## src/rtl/vdi_pkg.sv

```systemverilog
package vdi_pkg;

	// Vertex layout: eight raw 32-bit words, pos_x in word 0 up to tex_v in word 7
	localparam int WORDS_PER_VERTEX = 8;
	localparam int WORD_W           = 32;
	localparam int VERTEX_W         = WORDS_PER_VERTEX * WORD_W;
	localparam int INDEX_OUT_W      = 8;

	typedef logic [WORDS_PER_VERTEX-1:0][WORD_W-1:0] vertex_t;

	// Probe status handed from cell to cell
	typedef struct packed {
		logic active;   // a probe occupies this stage
		logic hit;      // an earlier cell already matched
	} probe_t;

endpackage

```

## src/rtl/vdi_cell.sv

```systemverilog
module vdi_cell #(
	parameter int DEPTH = 256,
	parameter int IDX   = 0
) (
	input  logic                       clk,
	input  logic                       arst_n,
	input  vdi_pkg::vertex_t           query,
	input  logic [$clog2(DEPTH+1)-1:0] count,
	input  logic                       wr_en,
	input  logic [$clog2(DEPTH)-1:0]   wr_slot,
	input  vdi_pkg::probe_t            probe_in,
	input  logic [$clog2(DEPTH)-1:0]   idx_in,
	output vdi_pkg::probe_t            probe_out,
	output logic [$clog2(DEPTH)-1:0]   idx_out
);

	localparam int IW = $clog2(DEPTH);
	localparam int CW = $clog2(DEPTH+1);
	localparam logic [IW-1:0] SLOT_C  = IW'(IDX);
	localparam logic [CW-1:0] SLOT_CW = CW'(IDX);

	vdi_pkg::vertex_t entry_q;
	vdi_pkg::probe_t  probe_q;
	logic [IW-1:0]    idx_q;
	logic             live;
	logic             match;

	// This slot holds a vertex of the current mesh only below the fill count
	assign live  = count > SLOT_CW;
	assign match = probe_in.active && !probe_in.hit && live && (entry_q == query);

	// Entry storage, written once per append
	always_ff @(posedge clk) begin
		if (wr_en && (wr_slot == SLOT_C)) begin
			entry_q <= query;
		end
	end

	// Probe stage toward the next cell
	always_ff @(posedge clk or negedge arst_n) begin
		if (!arst_n) begin
			probe_q <= '0;
		end else begin
			probe_q.active <= probe_in.active;
			probe_q.hit    <= probe_in.hit || match;
		end
	end

	always_ff @(posedge clk) begin
		idx_q <= match ? SLOT_C : idx_in;
	end

	assign probe_out = probe_q;
	assign idx_out   = idx_q;

endmodule

```

## config.mk

```make
export PLATFORM = sky130hd
export DESIGN_NAME = vdi_cell
export DESIGN_NICKNAME = d
export VERILOG_FILES = /design/src/rtl/vdi_pkg.sv /design/src/rtl/vdi_cell.sv
export SDC_FILE = /design/constraint.sdc
export NUM_CORES = 1
export LEC_CHECK = 0
export BUFFER_PORTS_ARGS = -buffer_cell sky130_fd_sc_hd__buf_4
export CORE_ASPECT_RATIO = 0.6
export CORE_MARGIN = 3
export CORE_UTILIZATION = 48
export DETAILED_ROUTE_END_ITERATION = 12
export GPL_ROUTABILITY_DRIVEN = 0
export HOLD_SLACK_MARGIN = 0.1
export PLACE_DENSITY = 0.76
export REMOVE_ABC_BUFFERS = 1
export SLEW_MARGIN = 30
export SYNTH_ARGS = -nofsm -noshare
export SYNTH_HDL_FRONTEND = slang
export SYNTH_SLANG_ARGS = --single-unit
```

## constraint.sdc

```tcl
create_clock -name clk -period 2.4 [get_ports clk]
set_clock_uncertainty 0.1 [all_clocks]
set_input_delay 0.12 -clock clk [delete_from_list [all_inputs] [get_ports clk]]
set_output_delay 0.12 -clock clk [all_outputs]
set_load 0.05 [all_outputs]
```

==> results of run 1 <==
## worst max path at each step
stage	start	slack, ps	endpoint	depth (start not counted)
6_report	entry_q[41]	-290	idx_out[3]	7
5_1_grt	entry_q[23]	-320	idx_out[5]	7
4_1_cts	entry_q[174]	-190	idx_out[2]	8
3_5_place_dp	entry_q[37]	-370	idx_out[2]	8
3_3_place_gp	entry_q[8]	-260	idx_out[5]	8
2_1_floorplan	wr_slot[0]	-24020	entry_q[0]	1
## cells in the final DEF, fill, tap and decap left out, types with 2 or more instances in the layout
cell,n
o22ai_1,24
or4_4,3
nand4_1,32
nor4_1,21
o31a_1,8
nand2b_1,44
o2111ai_1,15
and2b_1,2
xnor2_2,5
nor4_4,5
nor2b_1,61
buf_6,4
buf_12,8
o2bb2ai_1,3
nand2_1,3
edfxtp_1,256
dlygate4sd3_1,270
buf_4,349
inv_4,2
a2111oi_2,2
nor4_2,9
xnor2_1,89
diode_2,3
clkinv_1,3
a22o_1,8
clkbuf_16,25
inv_1,70
clkinv_2,4
dfrtp_1,2
clkbuf_1,8
a22oi_1,3
dfxtp_1,8
a2111o_1,19
xor2_1,48
clkbuf_8,3
## registers in the layout, summed over array words and instances, names as in the netlist
| signal | cells |
|---|---|
| entry_q | 256 |
| idx_out | 8 |
| probe_out | 2 |
## routing by layer
| layer | up-vias | share of wire (%) | GRT usage (%) |
|---|---|---|---|
| met5 | - | 0.070 | 0 |
| met4 | 4 | 2.2 | 6.952 |
| met3 | 75 | 10 | 10.03 |
| met2 | 436 | 47 | 47.94 |
| met1 | 4509 | 41 | 39.57 |
| li1 | 4173 | - | - |
## cells by family after synthesis
logic type                after synthesis
DFF                                   266
AOI/OAI and AO/OA                      90
buffers and inverters                  73
xor gates and xnor gates              142
and+or+nand+nor                       185
## worst max-delay path: cells and delay by family (launching register included)
kind	cells	cell delay [ps]
and+or+nand+nor	4	1200
AOI/OAI and AO/OA	2	700
DFF	1	410
buffers and inverters	1	160
## cell usage after synthesis (3+ instances only)
| cell type | count | area share (%) |
|---|---|---|
| a2111o_1 | 19 | 1.9 |
| a2111oi_0 | 4 | 0.31 |
| a22o_1 | 8 | 0.62 |
| a22oi_1 | 3 | 0.20 |
| dfxtp_1 | 8 | 1.4 |
| edfxtp_1 | 256 | 68 |
| inv_1 | 70 | 2.3 |
| nand2_1 | 3 | 0.099 |
| nand2b_1 | 44 | 2.4 |
| nand4_1 | 32 | 1.8 |
| nor2b_1 | 61 | 3.4 |
| nor4_1 | 34 | 1.9 |
| o2111ai_1 | 15 | 1.2 |
| o22ai_1 | 24 | 1.3 |
| o2bb2ai_1 | 3 | 0.23 |
| o31a_1 | 8 | 0.62 |
| or4_1 | 3 | 0.20 |
| xnor2_1 | 94 | 7.2 |
| xor2_1 | 48 | 3.7 |
## metrics by stage
step / setup WS [ps] / power (mW) / cells / area, µm² / setup TNS (ps)
after floorplan: -24020 / 5.455 / 753 / 11340 / -6150200
after global placement: -263.3 / 6.004 / 1419 / 14520 / -2261
after detailed placement: -371.8 / 6.024 / 1419 / 14520 / -3174
after CTS: -190.4 / 10.05 / 1737 / 18110 / -1554
after global routing: -317.8 / 10.43 / 1740 / 18210 / -2755
final: -288.9 / 10.12 / 1740 / 18210 / -2382
## timing repair
item | CTS | global route
pin swaps | 20 | 4
buffers inserted | 2 | 0
gates cloned | 1 | 0
gates resized for setup | 24 | 12
hold buffers | 270 | 0
endpoints found under the setup margin | 9 | 9
endpoints found under the hold margin | 290 | 0
## where the power goes
part | internal [mW] | leakage (nW) | switching (mW)
combinational | 0.765 | 4.24 | 0.492
sequential | 5.10 | 2.39 | 0.00764
clock | 2.02 | 0.368 | 1.74
total | 7.88 | 7.00 | 2.24
## layout make-up
| cell class | instances | area, µm² |
|---|---|---|
| fill | 1238 | 4443 |
| timing repair buffer | 631 | 5528 |
| sequential | 266 | 7898 |
| clock buffer | 36 | 696.9 |
| antenna | 3 | 7.507 |
| tap | 308 | 385.4 |
| multi-input combinational | 417 | 3385 |
| inverter | 70 | 262.8 |
| clock inverter | 9 | 43.79 |
==> results.py, run 1 <==
metrics = {
    "status": {
        "status": "complete, but fails checks",
        "violations": "setup timing",
    },
    "drt": {
        "drc_errors": 0,
        "wl_mm": 38.70,
        "post_drt_wl_per_cell_um": 22.24,
        "vias": 9197,
        "dr.first_iter.drc_count": 700,
        "viasPerCell": 5.286,
        "drtPass1Iterations": 6,
        "ant_nets": 0,
    },
    "cells_and_area": {
        "syn_to_final_growth_pct": 60.20,
        "final_nets": 1697,
        "fin_util_pct": 80.38,
        "drive_above_1_share_pct": 29.46,
    },
    "die": {
        "die-height_um": 125.2,
        "initial_core_util_pct": 50.18,
        "rows": 42,
        "die_x_um": 204.6,
        "io_pins": 296,
        "dieArea_um2": 25620,
        "core_um2": 22650,
    },
    "critical_path": {
        "startpoint_type": "register",
        "arrival_ps": 3000,
        "cp_slowest_cell": "or4_4",
        "crit_path_max_fanout": 9,
        "r2r-end": "idx_out[3]",
        "reg2regPathDepth": 7,
        "reg2reg_from": "entry_q[41]",
        "cp-end-kind": "register",
        "critical_path.cell_chain": "nor2b_1, a2111o_1, nor4_4, nand4_1, or4_4, buf_6, o31a_1",
        "worst-setup-path-type": "reg2reg",
        "max_stage_delay_ps": 540,
        "regToRegSetupSlack_ps": -290,
        "cp_data_required_time_ps": 2710,
    },
    "global_route": {
        "antenna_found_initial": 5,
        "grt_pass1_vias": 9972,
        "track_usage_pct": 29.81,
        "grt_max_degree": 41,
        "grt_pass1_wl_mm": 58.01,
        "overflow": 0,
    },
    "logic_synthesis": {
        "synth-xor-area-share_pct": 10.94,
        "synth_top_family_by_area": "XOR/XNOR gates",
        "synth.distinct_cells": 36,
        "syn_area_per_cell_um2": 15.03,
        "synth-edff-count": 256,
        "syn_area_um2": 11360,
        "synth_compound_area_share_pct": 6.859,
        "synth-seq-area-share_pct": 69.49,
        "synth_warnings": 0,
        "ys_ff_latch": 266,
        "synth_flop_cell": "edfxtp_1",
        "synth_fa_ha_area_share_pct": 0,
        "synthCells": 756,
        "synthSimpleGateAreaFrac_pct": 10.22,
        "async_flop_share_pct": 0.7519,
        "synth_mux_area_share_pct": 0,
    },
    "cts": {
        "clk_pin_slew_ps": 70,
        "cts_tree": "done",
        "ctsHtreeMaxLevel": 1,
        "cts_buffers": 25,
        "clock_latency_ps": 530,
        "cts.path.max_buffers": 3,
        "cts.sinks": 266,
        "root_buffer": "clkbuf_16",
    },
    "sta": {
        "finalHoldViolCount": 0,
        "setup_viol": 9,
        "relSlewSlack_pct": 59.45,
        "rsz0062_at_grt": "yes",
        "fin_ws_ps": -288.9,
        "timing.hold.ws_ps": 177.5,
        "period_minus_slack_ps": 2689,
        "tightest_slew_ps": 600.4,
        "period_share_pct": 112.0,
        "finalMaxSlewViolations": 0,
        "timing.fmax_mhz": 371.9,
    },
    "placement": {
        "portBuffers": 295,
        "dp_hpwl_mm": 24.72,
    },
    "pwr": {
        "ir_worst_vdd_uv": 533.5,
        "p_leak_nw": 7.001,
        "pwr_density_cell_nw_per_um2": 555.8,
    },
    "hold_path": {
        "holdPathStages": 2,
        "holdPathEnd": "probe_out[1]",
        "hold_start": "probe_in[1]",
        "hp-class": "in2reg",
    },
    "job": {
        "maxCapViolations": 0,
    },
}
(Power assumes the default switching activity.)
==> inputs of run 2 (changes only) <==
--- a/config.mk
+++ b/config.mk
@@ -5,14 +5,16 @@
 export SDC_FILE = /design/constraint.sdc
 export NUM_CORES = 1
 export LEC_CHECK = 0
+export ABC_CLOCK_PERIOD_IN_PS = 2400
 export BUFFER_PORTS_ARGS = -buffer_cell sky130_fd_sc_hd__buf_4
 export CORE_ASPECT_RATIO = 0.6
 export CORE_MARGIN = 3
-export CORE_UTILIZATION = 48
+export CORE_UTILIZATION = 50
+export CTS_BUF_LIST = sky130_fd_sc_hd__clkbuf_4
 export DETAILED_ROUTE_END_ITERATION = 12
 export GPL_ROUTABILITY_DRIVEN = 0
 export HOLD_SLACK_MARGIN = 0.1
-export PLACE_DENSITY = 0.76
+export PLACE_DENSITY = 0.79
 export REMOVE_ABC_BUFFERS = 1
 export SLEW_MARGIN = 30
 export SYNTH_ARGS = -nofsm -noshare
==> run 2 against run 1 <==
  * The flow now stops in 4_1_cts
  * Synthesized area stayed put
  * Synthesized cell count stayed put
==> results.py, run 2 <==
metrics = {
    "status": {
        "error": "[ERROR RSZ-0060] Max buffer count reached.",
        "haltStage": "4_1_cts",
        "status": "stopped before the end",
    },
    "cts": {
        "cts.sinks": 266,
        "cts.path.max_buffers": 3,
        "post_cts_buffers": 1,
        "ctsHtreeMaxLevel": 2,
        "cts_buffers": 60,
        "cts_hold_buf": 304,
        "cts.repair.resized": 14,
        "root_buffer": "clkbuf_4",
    },
    "logic_synthesis": {
        "syn_area_per_cell_um2": 15.03,
        "synth.distinct_cells": 36,
        "synth-edff-count": 256,
        "synth_flop_cell": "edfxtp_1",
        "synth.most_common_cell": "edfxtp_1",
        "synthCells": 756,
        "synth.largest_area_cell": "edfxtp_1",
        "synth-seq-area-share_pct": 69.49,
        "yosysTopAreaCellShare_pct": 67.64,
        "netlist_top_cells_area": "edfxtp_1, xnor2_1, xor2_1",
        "ys_ff_latch": 266,
        "syn_area_um2": 11360,
        "synth_warnings": 0,
        "yosys-top-cells-count": "edfxtp_1, xnor2_1, inv_1",
        "async_flop_share_pct": 0.7519,
    },
    "die": {
        "rows": 42,
        "die-height_um": 122.8,
        "die_x_um": 200.6,
        "io_pins": 296,
        "initial_core_util_pct": 51.25,
    },
    "placement": {
        "placedCellCount": 1403,
        "dpl_worst_slack_ps": -658.9,
        "dp_hpwl_mm": 24.13,
        "portBuffers": 295,
    },
}
-- run 2: cell counts after synthesis --
Identical to the previous run, type by type.
-- run 2: per-stage QoR --
stage / TNS [ps] / area [µm²]
2_1_floorplan: -6150200 / 11340
3_3_place_gp: -5049 / 14390
3_5_place_dp: -5740 / 14390
-- run 2: logic make-up after synthesis --
| family | after synthesis | share of synthesized area, % |
|---|---|---|
| AND/OR/NAND/NOR | 185 | 10.22 |
| buffers and inverters | 73 | 2.488 |
| AO/OA/AOI/OAI | 90 | 6.859 |
| flip-flops | 266 | 69.49 |
| XOR/XNOR | 142 | 10.94 |
==> inputs of run 3 (changes only) <==
==> config.mk (replaced) <==
export PLATFORM = sky130hd
export DESIGN_NAME = vdi_cell
export DESIGN_NICKNAME = d
export VERILOG_FILES = /design/src/rtl/vdi_pkg.sv /design/src/rtl/vdi_cell.sv
export SDC_FILE = /design/constraint.sdc
export NUM_CORES = 1
export LEC_CHECK = 0
export ABC_CLOCK_PERIOD_IN_PS = 3100
export BUFFER_PORTS_ARGS = -buffer_cell sky130_fd_sc_hd__buf_4
export CORE_MARGIN = 3
export CORE_UTILIZATION = 40
export DETAILED_ROUTE_END_ITERATION = 12
export GPL_ROUTABILITY_DRIVEN = 0
export PLACE_DENSITY_LB_ADDON = 0.15
export REMOVE_ABC_BUFFERS = 1
export SLEW_MARGIN = 30
export SYNTH_ARGS = -nofsm -noshare
export SYNTH_HDL_FRONTEND = slang
export SYNTH_SLANG_ARGS = --single-unit
==> constraint.sdc (replaced) <==
create_clock -name clk -period 3.1 [get_ports clk]
set_clock_uncertainty 0.1 [all_clocks]
set_input_delay 0.155 -clock clk [delete_from_list [all_inputs] [get_ports clk]]
set_output_delay 0.155 -clock clk [all_outputs]
set_load 0.05 [all_outputs]
==> run 3 against run 2 <==
  * The flow now finishes without violations
==> results.py, run 3 (synthesized netlist as in run 1, its figures left out) <==
metrics = {
    "sta": {
        "timing.fmax_mhz": 335.8,
        "period_minus_slack_ps": 2978,
        "setup_viol": 0,
        "rsz0062_at_grt": "no",
        "tightest_slew_ps": 655.9,
        "fin_ws_ps": 122.0,
        "finalHoldViolCount": 0,
        "relSlewSlack_pct": 55.14,
        "finalMaxSlewViolations": 0,
        "fin_setup_tns_ps": 0,
        "period_share_pct": 96.06,
    },
    "critical_path": {
        "arrival_ps": 3320,
        "worst-setup-path-type": "reg2reg",
        "cp-end-kind": "register",
        "reg2regPathDepth": 6,
        "cp_data_required_time_ps": 3440,
        "crit_path_max_fanout": 9,
        "startpoint_type": "register",
    },
    "cts": {
        "clock_latency_ps": 550,
        "clk_pin_slew_ps": 60,
        "cts.sinks": 266,
        "ctsHtreeMaxLevel": 1,
        "cts_tree": "done",
        "post_cts_buffers": 0,
        "cts_buffers": 30,
        "cts.path.max_buffers": 3,
        "root_buffer": "clkbuf_16",
    },
    "placement": {
        "place_area_um2": 14130,
        "portBuffers": 295,
        "dp_hpwl_mm": 23.24,
        "dpl_worst_slack_ps": -287.7,
    },
    "drt": {
        "viasPerCell": 4.807,
        "ant_nets": 0,
        "drtPass1Iterations": 4,
        "dr.first_iter.drc_count": 572,
        "post_drt_wl_per_cell_um": 18.72,
        "drc_errors": 0,
        "vias": 8460,
        "wl_mm": 32.94,
    },
    "die": {
        "dieArea_um2": 30470,
        "io_pins": 296,
        "die_x_um": 174.6,
        "die-height_um": 174.6,
        "core_um2": 27860,
        "rows": 61,
        "initial_core_util_pct": 40.79,
    },
    "hold_path": {
        "hp-class": "in2reg",
        "holdPathStages": 3,
    },
    "global_route": {
        "overflow": 0,
        "grt_pass1_wl_mm": 50.52,
        "antenna_found_initial": 6,
        "grt_max_degree": 86,
        "grt_pass1_vias": 9177,
        "track_usage_pct": 21.21,
    },
    "pwr": {
        "power_mw": 8.321,
        "ir_worst_vdd_uv": 393.3,
        "pwr_density_cell_nw_per_um2": 467.9,
        "p_leak_nw": 6.709,
    },
    "cells_and_area": {
        "syn_to_final_growth_pct": 56.47,
        "layout_common_cells": "buf_4, dlygate4sd3_1, edfxtp_1, xnor2_1, inv_1",
        "largest_reg_flops": 256,
        "final_nets": 1641,
        "final_common_cell": "buf_4",
        "drive_above_1_share_pct": 25.33,
        "top_register": "entry_q",
        "stdcell_area_um2": 17780,
    },
    "job": {
        "maxCapViolations": 0,
    },
    "status": {
        "status": "completed",
    },
}
## run 3: layout make-up
type                            count  area (µm²)
Multi-Input combinational cell    417        3197
Clock inverter                     20       163.9
Inverter                           70       262.8
Antenna cell                        4       10.01
Clock buffer                       35       790.8
Timing Repair Buffer              570        4987
Tap cell                          378       473.0
Sequential cell                   266        7898
Fill cell                        2062       10080
## run 3: final timing paths
path                              start           end  slack [ps]
hold / removal               wr_slot[3]  entry_q[163]          20
min in group asynchronous        arst_n  probe_out[0]         400
setup reg to reg            entry_q[37]    idx_out[2]         120
hold reg to reg            entry_q[115]  probe_out[0]         900
setup / recovery            entry_q[37]    idx_out[2]         120
max in group asynchronous        arst_n  probe_out[1]        2370
## run 3: layer usage
metal  vias up  routed length (µm)  track usage (%)
li1       4058                   -                -
met1      4048               14200            27.98
met2       282               15900            35.88
met3        68                1960            4.543
met4         4                 856            5.485
met5         -                  27                0
## run 3: per-stage QoR
stage          cells  utilization (%)  hold WS (ps)
5_1_grt         1760            63.83         18.44
3_5_place_dp    1433            50.72        -153.8
3_3_place_gp    1433            50.72        -153.2
6_report        1760            63.83         19.69
4_1_cts         1756            63.80        0.2691
2_1_floorplan    753                -        -240.6
## run 3: timing repair
action                                 CTS  global route
endpoints found under the hold margin  268             0
gates resized for setup                  2             0
setup endpoints to repair                9             0
hold buffers                           268             0
## run 3: where the power goes
| part | leakage [nW] | switching [mW] | internal, mW | total [mW] |
|---|---|---|---|---|
| sequential | 2.39 | 0.00527 | 3.95 | 3.96 |
| clock | 0.475 | 1.41 | 2.05 | 3.46 |
| combinational | 3.84 | 0.332 | 0.572 | 0.904 |
| total | 6.71 | 1.75 | 6.57 | 8.32 |
## run 3: worst max-delay path, cell delays in order (launching register included)
cell and delay (ps):
edfxtp_1 380, nor2b_1 140, a2111o_1 410, a2111oi_2 480, o2111ai_1 280, or4_1 740, o31a_1 330
